File: src/rtl/l4pms_pkg.sv
package l4pms_pkg;

    localparam int DEF_RULE_SLOTS      = 16;
    localparam int DEF_SNAP_LEN        = 196;
    localparam int DEF_MAX_FRAME_BYTES = 16383;

    // Wide enough for any frame length or snap length in range.
    localparam int LEN_W = 17;

    localparam logic [15:0] ETHERTYPE_IPV4 = 16'h0800;
    localparam logic [7:0]  PROTO_TCP      = 8'd6;
    localparam logic [7:0]  PROTO_UDP      = 8'd17;
    localparam int          ETH_HDR        = 14;
    localparam int          IP_MIN         = 20;
    localparam int          TCP_HDR        = 20;
    localparam int          UDP_HDR        = 8;
    localparam int          POS_ETYPE_HI   = 12;
    localparam int          POS_ETYPE_LO   = 13;
    localparam int          POS_IHL        = 14;
    localparam int          POS_PROTO      = 23;
    localparam int          DMAC_END       = 6;
    localparam int          SMAC_END       = 12;

    typedef enum logic
    {
        CMD_RULE = 1'b0,
        CMD_BYTE = 1'b1
    } command_t;

    typedef enum logic [1:0]
    {
        VERDICT_PASS     = 2'd0,
        VERDICT_REDIRECT = 2'd1,
        VERDICT_CLONE    = 2'd2
    } verdict_t;

    typedef struct packed
    {
        command_t    command;
        logic [3:0]  rule_slot;
        logic        rule_valid;
        logic        rule_is_udp;
        logic [15:0] rule_port;
        logic [31:0] rule_egress_index;
        logic        rule_redirect;
        logic [47:0] rule_dest_mac;
        logic [47:0] rule_source_mac;
        logic [7:0]  frame_byte;
        logic        frame_last;
    } in_word_t;

    typedef struct packed
    {
        verdict_t    verdict;
        logic [31:0] egress_index;
        logic [47:0] new_dest_mac;
        logic [47:0] new_source_mac;
        logic        matched_is_udp;
        logic [15:0] matched_port;
        logic [7:0]  snapped_length;
        logic [13:0] truncated_bytes;
    } out_word_t;

    // Header fields as they stand after the current byte is captured.
    typedef struct packed
    {
        logic [LEN_W-1:0] len;
        logic [15:0]      ether_type;
        logic [3:0]       ihl;
        logic [7:0]       proto;
        logic [15:0]      port;
        logic [47:0]      dmac;
        logic [47:0]      smac;
    } hdr_t;

    typedef struct packed
    {
        logic        hit;
        logic        redirect;
        logic [31:0] egress;
        logic [47:0] dmac;
        logic [47:0] smac;
    } match_t;

endpackage

File: src/rtl/l4pms_parser.sv
module l4pms_parser #(
    parameter int MAX_FRAME_BYTES = l4pms_pkg::DEF_MAX_FRAME_BYTES
) (
    input  logic              clk,
    input  logic              rst_n,
    input  logic              step,
    input  logic [7:0]        frame_byte,
    input  logic              frame_last,
    output l4pms_pkg::hdr_t   hdr
);

    localparam int OW = $clog2(MAX_FRAME_BYTES + 1);

    logic [OW-1:0] offset_reg, offset_next;
    logic [15:0]   etype_reg, etype_next;
    logic [3:0]    ihl_reg, ihl_next;
    logic [7:0]    proto_reg, proto_next;
    logic [15:0]   port_reg, port_next;
    logic [47:0]   dmac_reg, dmac_next;
    logic [47:0]   smac_reg, smac_next;
    logic          capt;
    logic [OW-1:0] port_at;

    assign capt    = offset_reg < OW'(MAX_FRAME_BYTES);
    assign port_at = OW'(l4pms_pkg::ETH_HDR + 2) + OW'({ihl_reg, 2'b00});

    always_comb
    begin
        offset_next = offset_reg;
        etype_next  = etype_reg;
        ihl_next    = ihl_reg;
        proto_next  = proto_reg;
        port_next   = port_reg;
        dmac_next   = dmac_reg;
        smac_next   = smac_reg;
        if (capt)
        begin
            offset_next = offset_reg + OW'(1);
            if (offset_reg < OW'(l4pms_pkg::DMAC_END))
                dmac_next = {dmac_reg[39:0], frame_byte};
            else if (offset_reg < OW'(l4pms_pkg::SMAC_END))
                smac_next = {smac_reg[39:0], frame_byte};
            else if (offset_reg == OW'(l4pms_pkg::POS_ETYPE_HI))
                etype_next = {frame_byte, etype_reg[7:0]};
            else if (offset_reg == OW'(l4pms_pkg::POS_ETYPE_LO))
                etype_next = {etype_reg[15:8], frame_byte};
            else if (offset_reg == OW'(l4pms_pkg::POS_IHL))
                ihl_next = frame_byte[3:0];
            if (offset_reg == OW'(l4pms_pkg::POS_PROTO))
                proto_next = frame_byte;
            if (offset_reg > OW'(l4pms_pkg::POS_IHL))
            begin
                if (offset_reg == port_at)
                    port_next = {frame_byte, port_reg[7:0]};
                if (offset_reg == port_at + OW'(1))
                    port_next = {port_reg[15:8], frame_byte};
            end
        end
    end

    assign hdr.len        = l4pms_pkg::LEN_W'(offset_next);
    assign hdr.ether_type = etype_next;
    assign hdr.ihl        = ihl_next;
    assign hdr.proto      = proto_next;
    assign hdr.port       = port_next;
    assign hdr.dmac       = dmac_next;
    assign hdr.smac       = smac_next;

    always_ff @(posedge clk or negedge rst_n)
    begin
        if (!rst_n)
        begin
            offset_reg <= '0;
            etype_reg  <= '0;
            ihl_reg    <= '0;
            proto_reg  <= '0;
            port_reg   <= '0;
            dmac_reg   <= '0;
            smac_reg   <= '0;
        end
        else if (step)
        begin
            if (frame_last)
            begin
                offset_reg <= '0;
                etype_reg  <= '0;
                ihl_reg    <= '0;
                proto_reg  <= '0;
                port_reg   <= '0;
                dmac_reg   <= '0;
                smac_reg   <= '0;
            end
            else
            begin
                offset_reg <= offset_next;
                etype_reg  <= etype_next;
                ihl_reg    <= ihl_next;
                proto_reg  <= proto_next;
                port_reg   <= port_next;
                dmac_reg   <= dmac_next;
                smac_reg   <= smac_next;
            end
        end
    end

endmodule

File: src/rtl/l4pms_rule_table.sv
module l4pms_rule_table #(
    parameter int RULE_SLOTS = l4pms_pkg::DEF_RULE_SLOTS
) (
    input  logic                 clk,
    input  logic                 rst_n,
    input  logic                 wr_en,
    input  l4pms_pkg::in_word_t  wr_word,
    input  logic                 key_udp,
    input  logic [15:0]          key_port,
    output l4pms_pkg::match_t    match
);

    localparam int SIW = (RULE_SLOTS > 1) ? $clog2(RULE_SLOTS) : 1;
    localparam int AW  = (SIW > 4) ? SIW : 4;
    localparam int CW  = AW + 1;

    logic [RULE_SLOTS-1:0] key_valid_reg;
    logic [RULE_SLOTS-1:0] key_udp_reg;
    logic [15:0]           key_port_reg [RULE_SLOTS];

    logic [31:0] egress_mem [RULE_SLOTS];
    logic        mode_mem   [RULE_SLOTS];
    logic [47:0] dmac_mem   [RULE_SLOTS];
    logic [47:0] smac_mem   [RULE_SLOTS];

    logic [AW-1:0]         slot_ext;
    logic [SIW-1:0]        wr_idx;
    logic                  wr_ok;
    logic [RULE_SLOTS-1:0] hits;
    logic [SIW-1:0]        hit_idx;

    assign slot_ext = AW'(wr_word.rule_slot);
    assign wr_idx   = slot_ext[SIW-1:0];
    assign wr_ok    = wr_en && (CW'(slot_ext) < CW'(RULE_SLOTS));

    // Parallel compare, lowest slot wins.
    always_comb
    begin
        hit_idx = '0;
        for (int i = 0; i < RULE_SLOTS; i++)
            hits[i] = key_valid_reg[i] && (key_udp_reg[i] == key_udp)
                      && (key_port_reg[i] == key_port);
        for (int i = RULE_SLOTS - 1; i >= 0; i--)
            if (hits[i])
                hit_idx = SIW'(i);
    end

    assign match.hit      = |hits;
    assign match.redirect = mode_mem[hit_idx];
    assign match.egress   = egress_mem[hit_idx];
    assign match.dmac     = dmac_mem[hit_idx];
    assign match.smac     = smac_mem[hit_idx];

    always_ff @(posedge clk or negedge rst_n)
    begin
        if (!rst_n)
        begin
            key_valid_reg <= '0;
            key_udp_reg   <= '0;
            for (int i = 0; i < RULE_SLOTS; i++)
                key_port_reg[i] <= '0;
        end
        else if (wr_ok)
        begin
            key_valid_reg[wr_idx] <= wr_word.rule_valid;
            key_udp_reg[wr_idx]   <= wr_word.rule_is_udp;
            key_port_reg[wr_idx]  <= wr_word.rule_port;
        end
    end

    always_ff @(posedge clk)
    begin
        if (wr_ok)
        begin
            egress_mem[wr_idx] <= wr_word.rule_egress_index;
            mode_mem[wr_idx]   <= wr_word.rule_redirect;
            dmac_mem[wr_idx]   <= wr_word.rule_dest_mac;
            smac_mem[wr_idx]   <= wr_word.rule_source_mac;
        end
    end

endmodule

File: src/rtl/l4_port_match_steering.sv
// Layer-4 port steering classifier. Words arrive one per cycle on the in
// channel while in_ready is high: a rule word (command = rule) loads one
// slot of the rule table, a frame word (command = byte) carries one frame
// byte. Header fields (MACs, ethertype, IHL, protocol and the TCP/UDP
// destination port at offset 14+4*IHL+2) are captured on the fly. On the
// frame's last byte the length checks, the parallel compare over all rule
// slots (lowest slot wins) and the result assembly run combinationally,
// and exactly one out word per frame is produced; rule words and non-last
// bytes produce nothing. Throughput is one word per clock unless stalled;
// a word is held in the input register and its result in the result
// register, which drives out. The input register doubles as a skid stage:
// while a result waits on out_ready, rule words and non-last bytes keep
// flowing, and the input stalls only once a second last byte sits in the
// input register. A combinational slot compare over RULE_SLOTS entries
// plus the capture mux sets the critical path. Rule slot actions have no
// reset; only slot valid bits and keys are cleared at reset, so no clearing
// pass is needed. cfg_wr_data sets the ingress interface index used when a
// rule's egress index is zero; write it only while the block is idle.
module l4_port_match_steering #(
    parameter int RULE_SLOTS      = l4pms_pkg::DEF_RULE_SLOTS,
    parameter int SNAP_LEN        = l4pms_pkg::DEF_SNAP_LEN,
    parameter int MAX_FRAME_BYTES = l4pms_pkg::DEF_MAX_FRAME_BYTES
) (
    input  logic                 clk,
    input  logic                 rst_n,
    input  logic                 in_valid,
    output logic                 in_ready,
    input  l4pms_pkg::in_word_t  in_word,
    output logic                 out_valid,
    input  logic                 out_ready,
    output l4pms_pkg::out_word_t out_word,
    input  logic                 cfg_wr_en,
    input  logic [31:0]          cfg_wr_data
);

    localparam int LW = l4pms_pkg::LEN_W;

    // Input register (skid stage).
    logic                 in_valid_reg, in_valid_next;
    l4pms_pkg::in_word_t  in_word_reg;

    // Result register.
    logic                 out_valid_reg, out_valid_next;
    l4pms_pkg::out_word_t out_word_reg;
    l4pms_pkg::out_word_t result;

    logic [31:0]          ingress_reg;

    logic                 is_byte;
    logic                 produces;
    logic                 out_free;
    logic                 in_adv;
    logic                 in_take;

    l4pms_pkg::hdr_t      hdr;
    l4pms_pkg::match_t    match;

    logic                 is_udp;
    logic                 is_tcp;
    logic [LW-1:0]        ihl_end;
    logic [LW-1:0]        l4_end;
    logic                 len_ok;
    logic [LW-1:0]        snapped;
    logic [LW-1:0]        trunc;

    assign is_byte  = in_word_reg.command == l4pms_pkg::CMD_BYTE;
    assign produces = is_byte && in_word_reg.frame_last;
    assign out_free = !out_valid_reg || out_ready;
    assign in_adv   = in_valid_reg && (!produces || out_free);
    assign in_ready = !in_valid_reg || in_adv;
    assign in_take  = in_valid && in_ready;

    assign in_valid_next  = in_take || (in_valid_reg && !in_adv);
    assign out_valid_next = (in_adv && produces) || (out_valid_reg && !out_ready);

    l4pms_parser #(
        .MAX_FRAME_BYTES (MAX_FRAME_BYTES)
    ) u_parser (
        .clk        (clk),
        .rst_n      (rst_n),
        .step       (in_adv && is_byte),
        .frame_byte (in_word_reg.frame_byte),
        .frame_last (in_word_reg.frame_last),
        .hdr        (hdr)
    );

    assign is_udp = hdr.proto == l4pms_pkg::PROTO_UDP;
    assign is_tcp = hdr.proto == l4pms_pkg::PROTO_TCP;

    l4pms_rule_table #(
        .RULE_SLOTS (RULE_SLOTS)
    ) u_rule_table (
        .clk      (clk),
        .rst_n    (rst_n),
        .wr_en    (in_adv && !is_byte),
        .wr_word  (in_word_reg),
        .key_udp  (is_udp),
        .key_port (hdr.port),
        .match    (match)
    );

    // Length checks against Ethernet, IP and L4 header ends.
    assign ihl_end = LW'(l4pms_pkg::ETH_HDR) + LW'({hdr.ihl, 2'b00});
    assign l4_end  = ihl_end + (is_udp ? LW'(l4pms_pkg::UDP_HDR) : LW'(l4pms_pkg::TCP_HDR));
    assign len_ok  = (hdr.ether_type == l4pms_pkg::ETHERTYPE_IPV4)
                     && (hdr.len >= LW'(l4pms_pkg::ETH_HDR + l4pms_pkg::IP_MIN))
                     && (is_udp || is_tcp)
                     && (hdr.len >= ihl_end) && (hdr.len >= l4_end);

    assign snapped = (hdr.len > LW'(SNAP_LEN)) ? LW'(SNAP_LEN) : hdr.len;
    assign trunc   = hdr.len - snapped;

    always_comb
    begin
        result = '0;
        if (len_ok && match.hit)
        begin
            result.verdict         = match.redirect ? l4pms_pkg::VERDICT_REDIRECT
                                                    : l4pms_pkg::VERDICT_CLONE;
            result.egress_index    = (match.egress != '0) ? match.egress : ingress_reg;
            result.new_dest_mac    = (match.dmac != '0) ? match.dmac : hdr.dmac;
            result.new_source_mac  = (match.smac != '0) ? match.smac : hdr.smac;
            result.matched_is_udp  = is_udp;
            result.matched_port    = hdr.port;
            result.snapped_length  = snapped[7:0];
            result.truncated_bytes = trunc[13:0];
        end
    end

    always_ff @(posedge clk or negedge rst_n)
    begin
        if (!rst_n)
        begin
            in_valid_reg  <= 1'b0;
            out_valid_reg <= 1'b0;
            ingress_reg   <= '0;
        end
        else
        begin
            in_valid_reg  <= in_valid_next;
            out_valid_reg <= out_valid_next;
            if (cfg_wr_en)
                ingress_reg <= cfg_wr_data;
        end
    end

    always_ff @(posedge clk)
    begin
        if (in_take)
            in_word_reg <= in_word;
        if (in_adv && produces)
            out_word_reg <= result;
    end

    assign out_valid = out_valid_reg;
    assign out_word  = out_word_reg;

    // A held input word means the stage is full.
    a_ready_full: assert property (@(posedge clk) disable iff (!rst_n)
        !in_ready |-> in_valid_reg)
        else $error("in_ready low with empty input stage");

    // A last byte that moves on always yields a result next cycle.
    a_last_gives_result: assert property (@(posedge clk) disable iff (!rst_n)
        (in_adv && produces) |=> out_valid)
        else $error("last byte produced no result");

    // Non-last words never create a result.
    a_no_spurious: assert property (@(posedge clk) disable iff (!rst_n)
        (!out_valid_reg || out_ready) && !(in_adv && produces) |=> !out_valid)
        else $error("result without a last byte");

    // A pass verdict carries zero egress, port, snapped and truncated fields.
    a_pass_zero: assert property (@(posedge clk) disable iff (!rst_n)
        (out_valid && out_word.verdict == l4pms_pkg::VERDICT_PASS)
            |-> (out_word.egress_index == '0 && out_word.matched_port == '0
                 && out_word.snapped_length == '0 && out_word.truncated_bytes == '0))
        else $error("pass verdict with nonzero fields");

    // Truncation only happens once the snap length is filled.
    a_trunc_snap: assert property (@(posedge clk) disable iff (!rst_n)
        (out_valid && out_word.truncated_bytes != '0)
            |-> out_word.snapped_length == 8'(SNAP_LEN))
        else $error("truncated bytes below snap length");

endmodule
File: config.mk
export PLATFORM = sky130hd
export DESIGN_NAME = l4_port_match_steering
export DESIGN_NICKNAME = d
export VERILOG_FILES = /design/src/rtl/l4pms_pkg.sv /design/src/rtl/l4pms_parser.sv /design/src/rtl/l4pms_rule_table.sv /design/src/rtl/l4_port_match_steering.sv
export SDC_FILE = /design/constraint.sdc
export NUM_CORES = 2
export LEC_CHECK = 0
export BUFFER_PORTS_ARGS = -buffer_cell sky130_fd_sc_hd__buf_2
export CAP_MARGIN = 30
export CELL_PAD_IN_SITES_DETAIL_PLACEMENT = 0
export CELL_PAD_IN_SITES_GLOBAL_PLACEMENT = 1
export CORE_MARGIN = 8
export CORE_UTILIZATION = 35
export DETAILED_ROUTE_END_ITERATION = 16
export GPL_TIMING_DRIVEN = 0
export PLACE_DENSITY = 0.56
export SLEW_MARGIN = 20
export SYNTH_ARGS = -nofsm -noshare
export SYNTH_HDL_FRONTEND = slang
export SYNTH_SLANG_ARGS = --single-unit
File: constraint.sdc
create_clock -name clk -period 9.2 [get_ports clk]
set_input_delay 1.84 -clock clk [delete_from_list [all_inputs] [get_ports clk]]
set_output_delay 1.84 -clock clk [all_outputs]
set_load 0.03 [all_outputs]
== Yosys cells after proc, flatten, opt, wreduce, memory -nomap -nowiden ==
Memory sizes are Yosys's and may differ from the RTL's.
Cells that the tools add are included.

* Memory bits (writable): 2064
* Bits in registers: 806
* Bits of input ports: 198
* Memories: 4

{| class="wikitable"
|+ Memories
! memory !! depth !! bits a word !! read ports !! clocked after Yosys merged registers in !! write ports !! line !! RTL
|-
| u_rule_table.dmac_mem || 16 || 48 || 1 || 0 || 1 || l4pms_rule_table.sv:23 || <nowiki>logic [47:0] dmac_mem [RULE_SLOTS];</nowiki>
|-
| u_rule_table.smac_mem || 16 || 48 || 1 || 0 || 1 || l4pms_rule_table.sv:24 || <nowiki>logic [47:0] smac_mem [RULE_SLOTS];</nowiki>
|-
| u_rule_table.egress_mem || 16 || 32 || 1 || 0 || 1 || l4pms_rule_table.sv:21 || <nowiki>logic [31:0] egress_mem [RULE_SLOTS];</nowiki>
|-
| u_rule_table.mode_mem || 16 || 1 || 1 || 0 || 1 || l4pms_rule_table.sv:22 || <nowiki>logic mode_mem [RULE_SLOTS];</nowiki>
|}

* Reductions and logical operators: 63
* Bitwise logic cells: 1
* Mux-type cells: 61
* $add $sub $neg: 6
* Equal/unequal tests: 41
* $lt $le $gt $ge: 12

{| class="wikitable"
|+ Operators by type and width
! operator !! number
|-
| $mux 48 || 9
|-
| $bwmux 256 || 1
|-
| $eq 16x16->1 || 16
|-
| $mux 16 || 11
|-
| $reduce_bool 48->1 || 2
|-
| $mux 4 || 23
|-
| $demux 16 s4 || 1
|-
| $logic_and 1x1->1 || 47
|-
| $eq 14x4->1 const B || 3
|-
| $mux 14 || 3
|-
| $bwmux 16 || 2
|-
| $mux 32 || 1
|-
| $mux 8 || 4
|-
| $reduce_bool 32->1 || 1
|-
| $add 14x1->14 const B || 2
|-
| $eq 14x14->1 || 2
|-
| $eq 1x1->1 || 16
|-
| $eq 16x12->1 const B || 1
|-
| $reduce_or 16->1 || 1
|-
| $eq 14x5->1 const B || 1
|-
| $ge 14x6->1 const B || 1
|-
| $ge 14x7->1 || 1
|-
| $ge 14x8->1 || 1
|-
| $gt 14x4->1 const B || 1
|-
| 21 further kinds || 33
|}

== Logic depth before layout (Yosys ltp) ==
An unclocked memory read counts as a cell.

* Depth after elaboration: 27
* Depth in mapped cells: 37

== Hierarchy ==
Synthesis repeated with hierarchy kept, for this count alone.

* Cells, all modules: 8170
* Area, all modules: 118597.5 sq um

{| class="wikitable"
|+ By module, submodules not included
! module !! cells an instance !! times used !! area an instance (sq um)
|-
| l4pms_rule_table || 6349 || 1 || 96015.8
|-
| l4_port_match_steering || 940 || 1 || 14208.6
|-
| l4pms_parser || 881 || 1 || 8373.0
|}

== Worst setup path before layout ==
No wires, ideal clock.

* Path kind: input to register
* Start: in out_ready
* End: reg in_word_reg[0] in the netlist's numbering (enable)
* Data arrival time: 9147 ps
* Cell stages on the path: 4
* Data required time: 8497 ps
* Path slack: -650 ps
* Cell sequence: inv_1 > nand3_1 > nor2_1 > nor2b_1

* Word-level cells in the longest chain between the ends: 5

{| class="wikitable"
|+ Ends and longest elaborated chain
! element !! line !! RTL
|-
| start, declared || l4_port_match_steering.sv:30 || <nowiki>input logic out_ready,</nowiki>
|-
| $logic_or 1x1->1 || l4_port_match_steering.sv:68 || <nowiki>assign out_free = !out_valid_reg || out_ready;</nowiki>
|-
| $logic_or 1x1->1 || l4_port_match_steering.sv:69 || <nowiki>assign in_adv = in_valid_reg && (!produces || out_free);</nowiki>
|-
| $logic_and 1x1->1 || l4_port_match_steering.sv:69 ||
|-
| $logic_or 1x1->1 || l4_port_match_steering.sv:70 || <nowiki>assign in_ready = !in_valid_reg || in_adv;</nowiki>
|-
| $logic_and 1x1->1 || l4_port_match_steering.sv:71 || <nowiki>assign in_take = in_valid && in_ready;</nowiki>
|-
| net in_take || l4_port_match_steering.sv:53 || <nowiki>logic in_take;</nowiki>
|-
| end signal, assigned || l4_port_match_steering.sv:150 || <nowiki>in_word_reg <= in_word;</nowiki>
|-
| end, declared || l4_port_match_steering.sv:40 || <nowiki>l4pms_pkg::in_word_t in_word_reg;</nowiki>
|}

The timed path passes the listed nets, and every way through them passes these cells.
A chain may end at the register's enable or synchronous reset.

== Worst setup path after layout ==
* Start: reg u_parser.offset_reg[8]
* End: reg out_word_reg, in the netlist out_word[99], data pin

* Word-level cells in the longest chain between the ends: 26

{| class="wikitable"
|+ Ends and longest elaborated chain
! element !! line !! RTL
|-
| start, declared || l4pms_parser.sv:14 || <nowiki>logic [OW-1:0] offset_reg, offset_next;</nowiki>
|-
| start signal, assigned || l4pms_parser.sv:95 || <nowiki>offset_reg <= offset_next;</nowiki>
|-
| parallel branches: the longest is 26 deep, another holds $lt 14x14->1 || n/a ||
|-
| end signal, assigned || l4_port_match_steering.sv:152 || <nowiki>out_word_reg <= result;</nowiki>
|-
| end, declared || l4_port_match_steering.sv:44 || <nowiki>l4pms_pkg::out_word_t out_word_reg;</nowiki>
|}

Several ways; the timed one is not identified.

==> implementation parameters <==
Parameter                              Value

Place
  Number of instances in the placed design    14,568
  Placer Congestion    1.015
  Port Buffers    367
  Cell area after placement    136,500 µm²
  Placed wire-length estimate    409.0 mm

Yosys
  Fraction of registers with async set or reset after synthesis    16.59%
  Ys Warns    0
  Gate count after technology mapping    9,250
  Average cell area after synthesis    13.41 µm²
  Most repeated cell in the gate-level netlist after synthesis    sky130_fd_sc_hd__edfxtp_1
  Cell type with the highest aggregate area in the netlist    sky130_fd_sc_hd__edfxtp_1
  Commonest cells in the netlist    2,394 x sky130_fd_sc_hd__edfxtp_1, 1,503 x sky130_fd_sc_hd__nand2_1, 792 x sky130_fd_sc_hd__mux2i_1, 476 x sky130_fd_sc_hd__dfrtp_1, 391 x sky130_fd_sc_hd__a21oi_1
  Fraction of synthesized cell area taken by the top area cell type    57.94%
  Share of synthesized area occupied by flip-flops and latches    67.54%
  Most frequently used flop master after synthesis    sky130_fd_sc_hd__edfxtp_1
  Post-synth design cell area    124,100 µm²
  Net Count, Synth    9,471
  Cell types occupying the most area after synthesis    sky130_fd_sc_hd__edfxtp_1 58%, sky130_fd_sc_hd__dfrtp_1 9.6%, sky130_fd_sc_hd__mux2i_1 6.4%
  EDFF count, synth    2,394
  Synthesized flop and latch total    2,870
  Number of library cell types mapped by synthesis    114

Timing
  Final cycle utilization of the critical path    101.5%
  Final setup margin    -138.1 ps
  Max_slew headroom    26.21%
  Final hold violations    0
  Max Transition Viols Final    0
  Final hold slack    480.0 ps
  Slew at the pin with the worst max-slew slack    1098 ps
  Setup skew after layout    48.72 ps
  Setup Viol. Count Final    25
  Highest attainable clock frequency    107.1 MHz
  Shortest clock period the worst path allows after layout    9338 ps

Floorplan
  Effective utilization at floorplan    35.18%
  Boundary pin count    369
  Floorplan row count    218
  Die outline area    373,800 µm²
  Chip height    611.4 µm
  Placeable core region    352,700 µm²
  Die Span X    611.4 µm

CTS
  TritonCTS clock tree    done
  Post-cts hold buffer count    0
  Root Buffer Master    sky130_fd_sc_hd__clkbuf_16
  Clk sinks    2,870
  Num CTS Buffers    328
  Clock latency on the worst-skew pair    950 ps
  Clock buffer depth    4
  Deepest level of the CTS H-tree    5
  CTS clock-pin slew for the worst setup and hold paths    60 ps

Detailed routing
  Routed vias    89,838
  Vias per inst    5.891
  Total met2 wirelength after detailed routing    249.5 mm
  Amount of wire on met3 after detailed routing    52.56 mm
  Met1 layer wirelength in the final routing    242.4 mm
  Iteration count of the initial detailed-routing pass    8
  Total wirelength of the detailed-routed design    570.4 mm
  Post-detailed-route DRC marker count    0
  Uppermost layer routed    met5
  Number of nets still failing antenna checks after routing    0
  Average wire length per cell after detail routing    37.40 µm
  Detailed Route Iter0 Violations    11,936

Pwr
  Share of power burned in registers    43.5%
  Net switching power    10,600 µW
  Relative contribution of the clock network to total power    38.7%
  Worst voltage drop across the vdd grid    0.1487 mV
  Pwr/cell area    234.4 nW/µm²
  Combinational share of power    17.7%
  Sw Share    30.11%
  Leakage    0.05689 µW
  Internal power summed over all cells    24,610 µW

Setup path
  Setup slack of the worst register-to-register path    -140 ps
  CP max stage cell    sky130_fd_sc_hd__or4_4
  Largest driver fanout on the critical path    10
  Worst endpoint data arrival time    10,030 ps
  Kind of launch point of the worst setup path    register
  Launch point of the worst path    u_parser.offset_reg[8]
  Capturing element of the worst setup path    out_word[99]
  Launch point of the worst reg-to-reg path    u_parser.offset_reg[8]
  Crit. End Element    register
  Worst path required time    9890 ps
  Biggest cell delay along the critical path    610 ps
  RR Endpoint    out_word[99]
  FF-to-FF path depth    26
  Kind of critical path    register to register

Worst hold path
  Class of the tightest hold or removal check    register to register

Run status
  Outcome    complete, but fails checks
  Failing checks    negative setup slack

Finish
  Area Growth Syn to Fin    21.07%
  Post-Layout Cell Count    15,249
  Number of filler cells placed in the layout    32,407
  Net count, final    10,434
  Largest registers in the final layout    u_rule_table.dmac_mem: 768 flops, u_rule_table.smac_mem: 768 flops, u_rule_table.egress_mem: 512 flops
  Area of the multi-input gates    38,550 µm²
  Register area    83,800 µm²
  Final cell utilization of the core    42.59%
  Share of cells above drive strength 1    19.49%
  Post-route design area    150,200 µm²

Global route
  Total grt overflow    0
  Antenna violations before repair    62
  Largest net degree at the start of global routing    94
  Wire length of the first global-routing pass    759.4 mm
  Via count of the first global-routing pass    85,821
  Overall global routing resource usage    29.37%

Job
  Count of maximum capacitance violations    0
[routing by layer]
metal / track usage, % / vias to the layer above
met4: 11.35 / 18
met5: 0 / -
li1: - / 37055
met2: 44.71 / 4866
met3: 6.478 / 1042
met1: 40.96 / 46857
[power groups by stage]
stage          clock [µW]  sequential (µW)  combinational, µW
2_1_floorplan           0            15300               2870
3_3_place_gp            0            15600               5510
3_5_place_dp            0            15600               5750
4_1_cts             13900            15300               6000
5_1_grt             14300            15400               6440
6_report            13600            15300               6240
[placed cells by master (no fill, tap or decap), types with 68 or more instances in the layout]
cell type,instances
sky130_fd_sc_hd__a22o_1,68
sky130_fd_sc_hd__dfrtp_1,476
sky130_fd_sc_hd__o22ai_1,235
sky130_fd_sc_hd__buf_12,84
sky130_fd_sc_hd__a21boi_0,106
sky130_fd_sc_hd__mux2i_1,792
sky130_fd_sc_hd__buf_2,433
sky130_fd_sc_hd__edfxtp_1,2394
sky130_fd_sc_hd__clkinv_1,68
sky130_fd_sc_hd__xnor2_1,119
sky130_fd_sc_hd__o21ai_0,296
sky130_fd_sc_hd__inv_1,83
sky130_fd_sc_hd__clkbuf_2,120
sky130_fd_sc_hd__buf_16,68
sky130_fd_sc_hd__buf_6,143
sky130_fd_sc_hd__nor2b_1,76
sky130_fd_sc_hd__a211oi_1,78
sky130_fd_sc_hd__nand2_1,1477
sky130_fd_sc_hd__nor2_1,284
sky130_fd_sc_hd__buf_4,140
sky130_fd_sc_hd__nand3_1,143
sky130_fd_sc_hd__nor3_1,85
sky130_fd_sc_hd__clkbuf_16,334
sky130_fd_sc_hd__mux2_2,185
sky130_fd_sc_hd__clkbuf_1,210
sky130_fd_sc_hd__xor2_1,125
sky130_fd_sc_hd__a21oi_1,364
[worst min path at each step]
stage	slack, ps	to	depth (start not counted)	from
after floorplan	440	u_rule_table.key_valid_reg[0]	2	u_rule_table.key_valid_reg[0]
after global placement	460	u_parser.smac_reg[41]	2	u_parser.smac_reg[41]
after detailed placement	470	u_rule_table.key_valid_reg[4]	2	u_rule_table.key_valid_reg[4]
after CTS	480	u_parser.smac_reg[44]	2	u_parser.smac_reg[44]
after global routing	500	u_parser.smac_reg[44]	2	u_parser.smac_reg[44]
final	480	u_rule_table.key_valid_reg[5]	2	u_rule_table.key_valid_reg[5]
[critical path: cells and delay by family (launching register included)]
kind	cells	cell delay (ps)
AND/OR/NAND/NOR	12	4760
AO/OA/AOI/OAI	6	1610
flip-flops	1	360
buffers and inverters	8	2280
[final cells by class]
cell class	count	share of cell area, %
clock inverters	191	1.537
repair buffers	638	4.350
clock buffers	416	5.849
multi-input cells	5700	25.66
inverters	92	0.2324
diodes	29	0.04831
well taps	4730	3.940
flip-flops and latches	2870	55.79
plain buffers	583	2.593
[cell families after synthesis]
| family | count (synthesis) | share of synthesized area (%) |
|---|---|---|
| AOI/OAI and AO/OA | 1830 | 10.00 |
| xor gates and xnor gates | 248 | 1.751 |
| adders and majority gates | 23 | 0.2380 |
| buffers and inverters | 680 | 2.649 |
| DFF | 2870 | 67.54 |
| muxes | 994 | 8.314 |
| other | 1 | 0.003022 |
| and+or+nand+nor | 2604 | 9.501 |
[timing repair]
action	4_1_cts	5_1_grt
setup buffers	30	17
pin swaps	22	21
gates cloned	0	0
endpoints found under the setup margin	159	131
resized for setup	401	166
[stage by stage]
stage               total power [µW]  worst slack, ps  setup TNS (ps)
finish                         35210           -138.1           -1255
detailed placement             21310            -2789         -319090
global placement               21110            -5484               -
global route                   36120           -7.302          -21.27
floorplan                      18170             2371               0
CTS                            35150           -13.15          -13.15
No activity file was read; power rests on OpenSTA's default activity.
